File: src/rtl/core/cfp_pkg.sv
// Shared types and constants of the command frame parser.
package cfp_pkg;

	localparam int unsigned CountW = 17;
	localparam int unsigned CfgIdxW = 3;
	localparam int unsigned CfgDataW = 16;
	localparam int unsigned OutDataW = 88;

	localparam logic [7:0] HDR_FIRST = 8'h4C;
	localparam logic [7:0] HDR_SECOND = 8'h54;
	localparam logic [CountW-1:0] FIXED_BYTES = CountW'(7);
	localparam logic [CountW-1:0] STAMP_BYTES = CountW'(4);
	localparam logic [CountW-1:0] COUNT_MAX = {CountW{1'b1}};

	localparam logic [CountW-1:0] POS_HDR0 = CountW'(0);
	localparam logic [CountW-1:0] POS_HDR1 = CountW'(1);
	localparam logic [CountW-1:0] POS_CLI_HI = CountW'(2);
	localparam logic [CountW-1:0] POS_CLI_LO = CountW'(3);
	localparam logic [CountW-1:0] POS_REQ = CountW'(4);
	localparam logic [CountW-1:0] POS_LEN_HI = CountW'(5);
	localparam logic [CountW-1:0] POS_LEN_LO = CountW'(6);

	typedef enum logic [2:0] {
		ST_OK = 3'd0,
		ST_SHORT = 3'd1,
		ST_HEADER = 3'd2,
		ST_CLIENT = 3'd3,
		ST_REQUEST = 3'd4,
		ST_LENGTH = 3'd5
	} status_t;

	typedef enum logic {
		KIND_PAYLOAD = 1'b0,
		KIND_STATUS = 1'b1
	} kind_t;

	typedef enum logic [CfgIdxW-1:0] {
		REG_CLIENT_A = 3'd0,
		REG_CLIENT_B = 3'd1,
		REG_REQUEST_A = 3'd2,
		REG_REQUEST_B = 3'd3,
		REG_REQUEST_C = 3'd4,
		REG_MIN_FRAME = 3'd5,
		REG_MAX_PAYLOAD = 3'd6,
		REG_UNUSED = 3'd7
	} reg_idx_t;

	typedef struct packed {
		kind_t kind;
		logic [7:0] payload_byte;
		status_t status;
		logic [15:0] client_code;
		logic [7:0] request_code;
		logic [15:0] payload_length;
		logic [31:0] stamp;
		logic final_res;
	} result_t;

endpackage

File: src/rtl/core/command_frame_parser.sv
// Command frame parser: byte stream in, payload bytes and frame status out.
//
// channel  dir  handshake                  contents
// s_axis   in   s_tvalid/s_tready          s_tdata = data_byte, s_tlast = last_byte
// m_axis   out  m_tvalid/m_tready          m_tuser = kind, m_tlast = final_res, m_tdata fields
// cfg      in   cfg_we                     cfg_index selects register, cfg_data value
//
// One byte per cycle unless a stall on m_tready holds it; a last byte that is also a payload
// byte gives two results, as the single output register carries one result per cycle.
// Bytes pass an input register, then the frame checks, then the output register.
// arst_n clears the control state and the frame state and sets the configuration to its reset values.
// A stall on m_tready backs up into s_tready through the one-entry input stage.
module command_frame_parser (
	input  logic                         clk,
	input  logic                         arst_n,
	input  logic                         s_tvalid,
	output logic                         s_tready,
	input  logic [7:0]                   s_tdata,  // [7:0] data_byte
	input  logic                         s_tlast,
	output logic                         m_tvalid,
	input  logic                         m_tready,
	// [7:0] payload_byte, [10:8] status, [26:11] client_code, [34:27] request_code,
	// [50:35] payload_length, [82:51] stamp, [87:83] zero
	output logic [cfp_pkg::OutDataW-1:0] m_tdata,
	output logic                         m_tuser,  // [0] kind
	output logic                         m_tlast,
	input  logic                         cfg_we,
	input  logic [cfp_pkg::CfgIdxW-1:0]  cfg_index,
	input  logic [cfp_pkg::CfgDataW-1:0] cfg_data
);

	logic [15:0] client_a_q, client_b_q, min_frame_q, max_payload_q;
	logic [7:0] request_a_q, request_b_q, request_c_q;

	logic s1_valid_s1;
	logic [7:0] byte_s1;
	logic last_s1;
	logic pay_sent_q;

	logic [cfp_pkg::CountW-1:0] count_q;
	logic hdr_bad_q;
	logic [15:0] client_q, length_q;
	logic [7:0] request_q;
	logic [31:0] tail_q;

	logic out_valid_q;
	cfp_pkg::result_t out_q;

	logic [cfp_pkg::CountW-1:0] count_new;
	logic hdr_bad_new;
	logic [15:0] client_new, length_new;
	logic [7:0] request_new;
	logic [31:0] tail_new;
	logic is_payload, out_load, emit, s1_done;
	cfp_pkg::result_t res;
	cfp_pkg::status_t status_new;
	logic [cfp_pkg::CountW-1:0] pay_end, frame_len;

	always_comb begin
		count_new = (count_q == cfp_pkg::COUNT_MAX) ? count_q : count_q + 1'b1;
		tail_new = {tail_q[23:0], byte_s1};
		hdr_bad_new = hdr_bad_q;
		client_new = client_q;
		request_new = request_q;
		length_new = length_q;
		unique case (count_q)
			cfp_pkg::POS_HDR0: hdr_bad_new = (byte_s1 != cfp_pkg::HDR_FIRST);
			cfp_pkg::POS_HDR1: hdr_bad_new = hdr_bad_q | (byte_s1 != cfp_pkg::HDR_SECOND);
			cfp_pkg::POS_CLI_HI: client_new = {byte_s1, 8'h00};
			cfp_pkg::POS_CLI_LO: client_new = {client_q[15:8], byte_s1};
			cfp_pkg::POS_REQ: request_new = byte_s1;
			cfp_pkg::POS_LEN_HI: length_new = {byte_s1, 8'h00};
			cfp_pkg::POS_LEN_LO: length_new = {length_q[15:8], byte_s1};
			default: ;
		endcase
	end

	assign pay_end = cfp_pkg::FIXED_BYTES + cfp_pkg::CountW'(length_q);
	assign is_payload = (count_q >= cfp_pkg::FIXED_BYTES) && (count_q < pay_end);
	assign frame_len = cfp_pkg::FIXED_BYTES + cfp_pkg::CountW'(length_new)
		+ cfp_pkg::STAMP_BYTES;

	always_comb begin
		priority if (count_new < cfp_pkg::CountW'(min_frame_q)) begin
			status_new = cfp_pkg::ST_SHORT;
		end else if (count_new < cfp_pkg::CountW'(2) || hdr_bad_new) begin
			status_new = cfp_pkg::ST_HEADER;
		end else if (client_new != client_a_q && client_new != client_b_q) begin
			status_new = cfp_pkg::ST_CLIENT;
		end else if (request_new != request_a_q && request_new != request_b_q
				&& request_new != request_c_q) begin
			status_new = cfp_pkg::ST_REQUEST;
		end else if (count_new != frame_len || length_new > max_payload_q) begin
			status_new = cfp_pkg::ST_LENGTH;
		end else begin
			status_new = cfp_pkg::ST_OK;
		end
	end

	always_comb begin
		res = '0;
		if (is_payload && !pay_sent_q) begin
			res.kind = cfp_pkg::KIND_PAYLOAD;
			res.payload_byte = byte_s1;
			res.final_res = !last_s1;
		end else begin
			res.kind = cfp_pkg::KIND_STATUS;
			res.status = status_new;
			res.final_res = 1'b1;
			if (status_new == cfp_pkg::ST_OK || status_new == cfp_pkg::ST_CLIENT
					|| status_new == cfp_pkg::ST_REQUEST
					|| status_new == cfp_pkg::ST_LENGTH) begin
				res.client_code = client_new;
			end
			if (status_new == cfp_pkg::ST_OK || status_new == cfp_pkg::ST_REQUEST
					|| status_new == cfp_pkg::ST_LENGTH) begin
				res.request_code = request_new;
			end
			if (status_new == cfp_pkg::ST_OK || status_new == cfp_pkg::ST_LENGTH) begin
				res.payload_length = length_new;
			end
			if (status_new == cfp_pkg::ST_OK) begin
				res.stamp = tail_new;
			end
		end
	end

	assign out_load = !out_valid_q || m_tready;
	assign emit = s1_valid_s1 && out_load && ((is_payload && !pay_sent_q) || last_s1);
	// done unless the output is stalled for a result or the payload result of a last byte has just gone out
	assign s1_done = s1_valid_s1 && (
		(!(is_payload && !pay_sent_q) && !last_s1) ||
		(out_load && !(is_payload && !pay_sent_q && last_s1)));
	assign s_tready = !s1_valid_s1 || s1_done;

	always_ff @(posedge clk or negedge arst_n) begin
		if (!arst_n) begin
			client_a_q <= '0;
			client_b_q <= '0;
			request_a_q <= '0;
			request_b_q <= '0;
			request_c_q <= '0;
			min_frame_q <= 16'd11;
			max_payload_q <= 16'd512;
		end else if (cfg_we) begin
			unique case (cfp_pkg::reg_idx_t'(cfg_index))
				cfp_pkg::REG_CLIENT_A: client_a_q <= cfg_data;
				cfp_pkg::REG_CLIENT_B: client_b_q <= cfg_data;
				cfp_pkg::REG_REQUEST_A: request_a_q <= cfg_data[7:0];
				cfp_pkg::REG_REQUEST_B: request_b_q <= cfg_data[7:0];
				cfp_pkg::REG_REQUEST_C: request_c_q <= cfg_data[7:0];
				cfp_pkg::REG_MIN_FRAME: min_frame_q <= cfg_data;
				cfp_pkg::REG_MAX_PAYLOAD: max_payload_q <= cfg_data;
				default: ;
			endcase
		end
	end

	always_ff @(posedge clk or negedge arst_n) begin
		if (!arst_n) begin
			s1_valid_s1 <= 1'b0;
			pay_sent_q <= 1'b0;
		end else begin
			if (s_tready) begin
				s1_valid_s1 <= s_tvalid;
			end
			if (s1_done) begin
				pay_sent_q <= 1'b0;
			end else if (emit) begin
				pay_sent_q <= 1'b1;
			end
		end
	end

	always_ff @(posedge clk) begin
		if (s_tready && s_tvalid) begin
			byte_s1 <= s_tdata;
			last_s1 <= s_tlast;
		end
	end

	always_ff @(posedge clk or negedge arst_n) begin
		if (!arst_n) begin
			count_q <= '0;
			hdr_bad_q <= 1'b0;
			client_q <= '0;
			request_q <= '0;
			length_q <= '0;
			tail_q <= '0;
		end else if (s1_done) begin
			if (last_s1) begin
				count_q <= '0;
				hdr_bad_q <= 1'b0;
				client_q <= '0;
				request_q <= '0;
				length_q <= '0;
				tail_q <= '0;
			end else begin
				count_q <= count_new;
				hdr_bad_q <= hdr_bad_new;
				client_q <= client_new;
				request_q <= request_new;
				length_q <= length_new;
				tail_q <= tail_new;
			end
		end
	end

	always_ff @(posedge clk or negedge arst_n) begin
		if (!arst_n) begin
			out_valid_q <= 1'b0;
		end else if (out_load) begin
			out_valid_q <= emit;
		end
	end

	always_ff @(posedge clk) begin
		if (emit) begin
			out_q <= res;
		end
	end

	assign m_tvalid = out_valid_q;
	assign m_tuser = out_q.kind;
	assign m_tlast = out_q.final_res;
	assign m_tdata = {5'b0, out_q.stamp, out_q.payload_length, out_q.request_code,
		out_q.client_code, out_q.status, out_q.payload_byte};

	a_pay_sent_has_item: assert property (@(posedge clk) disable iff (!arst_n)
		pay_sent_q |-> s1_valid_s1 && last_s1) else $error("payload flag without item");

	a_payload_clean: assert property (@(posedge clk) disable iff (!arst_n)
		m_tvalid && m_tuser == cfp_pkg::KIND_PAYLOAD |->
			out_q.status == cfp_pkg::ST_OK && out_q.stamp == '0)
		else $error("payload result carries status fields");

	a_status_final: assert property (@(posedge clk) disable iff (!arst_n)
		m_tvalid && m_tuser == cfp_pkg::KIND_STATUS |-> m_tlast)
		else $error("status result not final");

	a_stamp_only_ok: assert property (@(posedge clk) disable iff (!arst_n)
		m_tvalid && out_q.status != cfp_pkg::ST_OK |-> out_q.stamp == '0)
		else $error("stamp reported on failed frame");

	a_two_results: assert property (@(posedge clk) disable iff (!arst_n)
		emit && !s1_done |=> s1_valid_s1 && pay_sent_q)
		else $error("status of a payload last byte lost");

endmodule

File: config.mk
export PLATFORM = sky130hd
export DESIGN_NAME = command_frame_parser
export DESIGN_NICKNAME = d
export VERILOG_FILES = /design/src/rtl/core/cfp_pkg.sv /design/src/rtl/core/command_frame_parser.sv
export SDC_FILE = /design/constraint.sdc
export NUM_CORES = 1
export LEC_CHECK = 0
export BUFFER_PORTS_ARGS = -buffer_cell sky130_fd_sc_hd__buf_2
export CORE_MARGIN = 4
export CORE_UTILIZATION = 30
export DETAILED_ROUTE_END_ITERATION = 12
export HOLD_SLACK_MARGIN = 0.15
export SYNTH_ARGS = -nofsm -noshare
export SYNTH_HDL_FRONTEND = slang
export SYNTH_SLANG_ARGS = --single-unit
File: constraint.sdc
create_clock -name clk -period 8.2 [get_ports clk]
set_input_delay 1.64 -clock clk [delete_from_list [all_inputs] [get_ports clk]]
set_output_delay 1.64 -clock clk [all_outputs]
set_load 0.05 [all_outputs]
==> metrics.md, run 1 <==
| Metric | Value |
|---|---|
| Die height | 228 um |
| CTS tree | done |
| Rows | 80 |
| FFs w/ async S/R, synth | 64.8% |
| Post-cts resize count | 0 |
| Clk buf depth | 3 |
| Clock latency on the worst-skew pair | 580 ps |
| Num ports | 125 |
| Initial antenna violation count | 1 |
| Number of synthesis warnings | 0 |
| Cell area after synthesis | 0.0146 sq mm |
| Crit path max fanout | 6 |
| Sink Count | 267 |
| Worst Path Required | 6560 ps |
| #FFs+latches synth | 267 |
| Number of synthesized flops with an enable pin | 94 |
| Die area | 0.0522 sq mm |
| Global-route wire length before repair | 67,900 um |
| Endpoints failing setup | 0 |
| Wire length per cell | 21.1 um |
| CP Buf/Inv Count | 4 |
| Kind of critical path | reg -> out |
| Port Buf Inserts | 119 |
| Vias | 11,000 |
| Startpoint types | flop |
| Ant. Diodes | 0 |
| Gr usage total | 16.5% |
| Maxcap violations | 0 |
| Flop2flop setup slack | 2040 ps |
| Routed Wire Length | 44,200 um |
| Hold_buf cts | 0 |
| H-tree depth | 1 |
| CP peak stage delay | 470 ps |
| Overflow left after global routing | 0 |
| Setup Skew | 28.3 ps |
| Largest net degree at the start of global routing | 92 |
| Initial core utilization | 30.5% |
| Fin Setup TNS | 0 ps |
| Worst-path clk slew | 70 ps |
| Vias in the first global route | 10,900 |
| Status | finished, final reports clean |
| Max-slew violation count | 0 |
| Slew margin rel. | 13.2% |
| Nets@finish | 1,538 |
| Cells after synthesis | 1,357 |
| Gpl congestion | 0.976 |
| Worst-Margin Slew | 1300 ps |
| Avg Inst Size Synth | 10.7 sq um |
| Final Hold Vio Count | 0 |
| CP Capture Type | primary output |
| Vias per inst | 5.27 |
| Worst path cell trace | inv_1, ha_1, inv_1, o21ai_0, nor2_1, and2_1, and4_1, nand3_1, xor2_1, ha_1, and3_1, o2111ai_1, a2111oi_0, a2111oi_1, buf_4, maj3_1, nand2_1, buf_2 |
| Arrival time worst endpoint | 4610 ps |
| HP Class | reg -> reg |
| Share of cells above drive strength 1 | 22.1% |
| Chip width | 228 um |
| Num CTS Buffers | 28 |
| Postcts setup bufs | 0 |
| Footprint of the multi-input gates | 0.00674 sq mm |
| RSZ-0062 raised after global routing | false |
| Area of the core | 0.0478 sq mm |
| Crit share post-route | 76.3% |
| Yosys cell types | 76 |
| First-pass detailed-route iteration total | 7 |
| Detail Placement HPWL | 32,000 um |
| Prevailing post-synth register cell | dfrtp_1 |
| Power density over the cells | 219 mW/mm^2 |
| Filler cell count | 4,827 |
| Leakage | 0.00710 uW |
| Post-DRT Antenna Nets | 0 |
| Iter 0 DRT Violations | 974 |
| Worst path top cell family by delay | simple AND/OR/NAND/NOR gates |
| CTS root buffer | clkbuf_16 |
| Period minus WS final | 6250 ps |
| Fmax | 160 MHz |
| Seq. cell area | 0.00716 sq mm |
| Area grow syn2layout | 14.9% |
| CP max stage cell | dfrtp_1 |
| DRC Markers | 0 |
| Seq/Total Area, Yosys | 49.1% |
| Max IR drop VDD | 0.141 mV |
| Hold_ws | 476 ps |
-- worst min-delay path, cell delays in order, from the launching register on --
cell	delay (ps)
dfrtp_1	340
nand2_1	50
o31ai_1	50
-- area by class of cell --
cell class                 instances  area share [%]
clock buffer                      46            5.32
clock inverter                     6           0.695
inverter                         104            2.33
multi-input combinational        920            40.2
sequential                       267            42.7
tap                              615            4.59
timing repair buffer             131            4.13
-- worst paths after layout --
kind | startpoint | cells past startpoint | endpoint
setup / recovery | length_q[0] | 18 | s_tready
hold / removal | tail_q[14] | 2 | tail_q[14]
setup reg to reg | count_q[12] | 14 | m_tdata[51]
hold reg to reg | tail_q[14] | 2 | tail_q[14]
max in group asynchronous | arst_n | 2 | length_q[8]
min in group asynchronous | arst_n | 1 | request_c_q[0]
-- logic make-up after synthesis --
| kind of cell | Yosys count | synth area share (%) |
|---|---|---|
| adders and majority gates | 54 | 4.62 |
| muxes | 100 | 7.64 |
| xor gates and xnor gates | 87 | 5.23 |
| DFF | 267 | 49.1 |
| and+or+nand+nor | 410 | 15.8 |
| AOI/OAI and AO/OA | 264 | 12.6 |
| other | 1 | 0.0257 |
| buffers and inverters | 174 | 5.02 |
-- flip-flops by register name, summed over array words and instances, names as in the netlist, 8 cells and up --
signal,count
m_tdata,83
client_a_q,16
length_q,16
tail_q,24
client_b_q,16
request_q,8
min_frame_q,16
count_q,17
request_c_q,8
request_b_q,8
max_payload_q,16
byte_s1,8
request_a_q,8
client_q,16
-- through the flow --
step,total power [uW],setup slack (ps),util (%),cell area (sq um),instances
6_report,3660,1950,35.0,16800,2089
5_1_grt,3830,1690,35.0,16800,2089
4_1_cts,3700,1980,35.0,16800,2089
3_5_place_dp,2310,2110,32.9,15700,2037
3_3_place_gp,2290,2270,32.9,15700,2037
2_1_floorplan,2090,705,-,14600,1361
-- synth_stat cells (4+ instances only) --
cell / n / area (sq um)
inv_1: 103 / 387
nand3_1: 27 / 135
nand2_1: 109 / 409
nor3b_1: 4 / 30.0
o31ai_1: 53 / 398
xnor2_1: 47 / 412
o22ai_1: 6 / 37.5
dfstp_2: 4 / 105
mux2i_1: 10 / 100
o21ai_0: 39 / 195
buf_6: 6 / 67.6
nor3_2: 30 / 300
buf_2: 12 / 60.1
clkbuf_1: 40 / 150
edfxtp_1: 94 / 2820
o21bai_1: 4 / 30.0
a21oi_1: 41 / 205
and4_1: 5 / 43.8
or4_1: 6 / 45.0
o211ai_1: 10 / 75.1
xor2_1: 40 / 350
a21o_1: 26 / 195
o2111ai_1: 5 / 43.8
ha_1: 53 / 663
nand2b_1: 10 / 62.6
nand4_1: 25 / 156
nor2_1: 76 / 285
a2111oi_0: 4 / 35.0
o21a_1: 7 / 52.6
and2_1: 13 / 81.3
dfrtp_1: 169 / 4230
mux2_2: 90 / 1010
a22oi_1: 13 / 97.6
a22o_1: 30 / 263
nor4_1: 23 / 144
nor3_1: 22 / 110
buf_4: 5 / 37.5
or3_1: 7 / 43.8
and3_1: 23 / 144
buf_1: 7 / 26.3
or2_2: 5 / 31.3
-- placed cells by master, fill, tap and decap left out, types with 13 or more instances in the layout --
cell       count
nand2_1      109
nand4_1       25
and2_1        13
ha_1          53
a21o_1        26
xor2_1        40
and3_1        23
o21ai_0       39
inv_1        103
nand3_1       27
xnor2_1       47
nor4_1        23
nor3_1        21
mux2_2        90
a22oi_1       13
o31ai_1       53
edfxtp_1      94
nor3_2        31
a22o_1        30
nor2_1        75
dfrtp_1      169
clkbuf_16     30
a21oi_1       41
buf_2        118
-- per-layer routing --
metal | up-vias | part of all wire, % | track usage [%]
met5 | - | 0 | 0
met4 | 0 | 2.9 | 4.55
met3 | 81 | 6.9 | 3.55
met2 | 360 | 44 | 25.0
met1 | 5455 | 46 | 23.8
li1 | 5106 | - | -
-- power by group --
| part | switching, uW | internal [uW] |
|---|---|---|
| registers | 111 | 1530 |
| clock network | 542 | 834 |
| logic | 401 | 248 |
| total | 1050 | 2610 |
(Power assumes the default switching activity.)
==> run 2: changes to the inputs <==
Settings changed: ABC_AREA from default to 1.
Clock period 8.2 ns to 6.13 ns, I/O delays scaled along.
==> metrics.md, run 2 <==
| Metric | Value |
|---|---|
| Gpl congestion | 0.950 |
| Max reg flops | 83 |
| Area grow syn2layout | 14.8% |
| Final Hold Vio Count | 0 |
| Cell area after synthesis | 0.0146 sq mm |
| Worst path cell trace | inv_1, ha_1, a21oi_1, nand3_1, nor2_1, nand2_1, nor3_2, nand2_1, nor2_1, nand2_1, or4_1, ha_1, nand2_1, inv_1, nand3_1, inv_1, a21oi_1, nand4_1, nor2_2, nand2_1, nand2_1, nand2_1, buf_2 |
| Detail Placement HPWL | 30,700 um |
| Leakage | 0.00750 uW |
| Design area | 0.0168 sq mm |
| HP Class | reg -> reg |
| Overflow left after global routing | 0 |
| Maxcap violations | 0 |
| Hold_buf cts | 0 |
| RSZ-0062 raised after global routing | false |
| Chip width | 229 um |
| Die area | 0.0523 sq mm |
| H-tree depth | 1 |
| FFs w/ async S/R, synth | 64.8% |
| Most common cell in the netlist | nand2_1 |
| #FFs+latches synth | 267 |
| Area of the core | 0.0479 sq mm |
| Avg Inst Size Synth | 8.74 sq um |
| Hold path depth | 2 |
| CP most frequent cell | nand2_1 |
| First-pass detailed-route iteration total | 5 |
| R2R Path Start | count_q[1] |
| Global-route wire length before repair | 66,200 um |
| Pwr Total | 8590 uW |
| Vias per inst | 4.83 |
| Die height | 229 um |
| Vias in the first global route | 11,600 |
| Share of the synthesized area in the top cell type | 28.9% |
| Sink Count | 267 |
| Post-placement cell area | 0.0158 sq mm |
| Seq/Total Area, Yosys | 49.0% |
| Ant. Diodes | 0 |
| CP peak stage delay | 420 ps |
| Area leader, netlist | dfrtp_1 |
| Initial antenna violation count | 2 |
| Top cells by area, synth | dfrtp_1 (29%), edfxtp_1 (19%), nand2_1 (9.3%), o21ai_0 (5.3%), inv_1 (5.0%) |
| Filler cell count | 4,861 |
| Crit share post-route | 94.1% |
| CP Buf/Inv Count | 4 |
| Kind of critical path | reg -> out |
| Worst-Margin Slew | 997 ps |
| CTS tree | done |
| Worst hold endpoint | client_q[12] |
| Max-slew violation count | 0 |
| Crit path max fanout | 5 |
| Hold Crit Start | client_q[12] |
| Commonest cells in the netlist | nand2_1 (363), inv_1 (193), dfrtp_1 (169), o21ai_0 (155), nand3_1 (140) |
| Worst Path Required | 4900 ps |
| Worst r2r path cells | 25 |
| Arrival time worst endpoint | 4540 ps |
| Cells after synthesis | 1,672 |
| Worst path top cell family by delay | simple AND/OR/NAND/NOR gates |
| Clock latency on the worst-skew pair | 580 ps |
| Fin Setup TNS | 0 ps |
| CP Capture Type | primary output |
| Vias | 11,600 |
| Iter 0 DRT Violations | 901 |
| Period minus WS final | 5770 ps |
| Fmax | 173 MHz |
| Status | finished, final reports clean |
| Most common cell after layout, fill and taps aside | nand2_1 |
| Gr usage total | 15.7% |
| Endpoints failing setup | 0 |
| Wire length per cell | 17.3 um |
| Number of synthesized flops with an enable pin | 94 |
| Initial core utilization | 30.5% |
| CP max stage cell | or4_1 |
| Max IR drop VDD | 0.389 mV |
| Worst-path clk slew | 70 ps |
| Worst reg2reg path endpoint | m_tdata[61] |
| Share of cells above drive strength 1 | 15.7% |
| Slew margin rel. | 33.5% |
| Num ports | 125 |
| Prevailing post-synth register cell | dfrtp_1 |
| Power density over the cells | 512 mW/mm^2 |
| DRC Markers | 0 |
| CP Launch Point | length_q[0] |
| Rows | 80 |
| Number of synthesis warnings | 0 |
| Largest net degree at the start of global routing | 113 |
| Flop2flop setup slack | 920 ps |
| Routed Wire Length | 41,800 um |
| Clk buf depth | 3 |
| Setup Skew | 13.1 ps |
| Port Buf Inserts | 119 |
| Num CTS Buffers | 29 |
| Post-DRT Antenna Nets | 0 |
| CTS root buffer | clkbuf_16 |
| Commonest non-fill, non-tap cells in the layout | nand2_1 (363), inv_1 (192), dfrtp_1 (169), o21ai_0 (155), nand3_1 (140) |
| Nets@finish | 1,856 |
| Yosys cell types | 53 |
| Startpoint types | flop |
[run 2: kinds of logic after synthesis]
kind of cell,Yosys count,synth area share [%]
AOI/OAI and AO/OA,254,9.83
xor gates and xnor gates,79,4.73
adders and majority gates,53,4.54
buffers and inverters,269,7.61
DFF,267,49.0
other,1,0.0257
and+or+nand+nor,749,24.3
[run 2: layout make-up]
class	instances	area (sq um)	area share [%]
sequential	267	7160	42.7
multi-input combinational	1140	6400	38.2
inverter	205	772	4.60
tap	615	769	4.59
clock buffer	33	741	4.41
timing repair buffer	127	674	4.02
clock inverter	21	262	1.56
[run 2: worst max-delay path by stage]
stage | end | slack [ps] | depth (start not counted)
final | s_tready | 360 | 23
after global routing | s_tready | 30 | 23
after detailed placement | s_tready | 780 | 23
after floorplan | m_tdata[0] | 660 | 21
after global placement | s_tready | 840 | 23
after CTS | s_tready | 120 | 23
[run 2: timing repair]
| item | 4_1_cts | 5_1_grt |
|---|---|---|
| resized for setup | 0 | 3 |
| setup endpoints to repair | 0 | 1 |
| buffers inserted | 0 | 0 |
| endpoints found under the hold margin | 0 | 0 |
[run 2: worst reg2reg max path, stage by stage (launching register included)]
cell     delay (ps)
dfrtp_1         450
inv_1           160
ha_1            160
inv_1            40
nor2_1          180
nand2_2         130
nor2_8          200
nand3_2         240
nand2_1         130
nand2_1         340
ha_1            450
nand2_1          70
nor3_1          280
nand3_1         120
nand2_1         150
nand2_1          70
nor2_1           80
nand2_1          50
nor2_1          210
nand4_1         140
nor2_1          130
nand3_1         110
nor2_2          270
nand4_4         410
buf_12          360
nor2_1          160
[run 2: power breakdown]
part / switching (uW) / internal (uW)
logic: 2980 / 898
registers: 350 / 2510
clock network: 763 / 1090
[run 2: metrics by stage]
stage	instances	worst slack, ps	utilization [%]	hold WS, ps
2_1_floorplan	1676	655	-	449
3_3_place_gp	2354	837	32.9	463
3_5_place_dp	2354	780	32.9	470
4_1_cts	2408	117	35.0	486
5_1_grt	2408	29.0	35.0	505
6_report	2408	363	35.0	486
[run 2: per-layer routing]
layer	GRT usage [%]	wire, um
met1	21.0	18500
met4	5.32	1330
met2	26.1	19800
met3	2.28	2090
met5	0	7
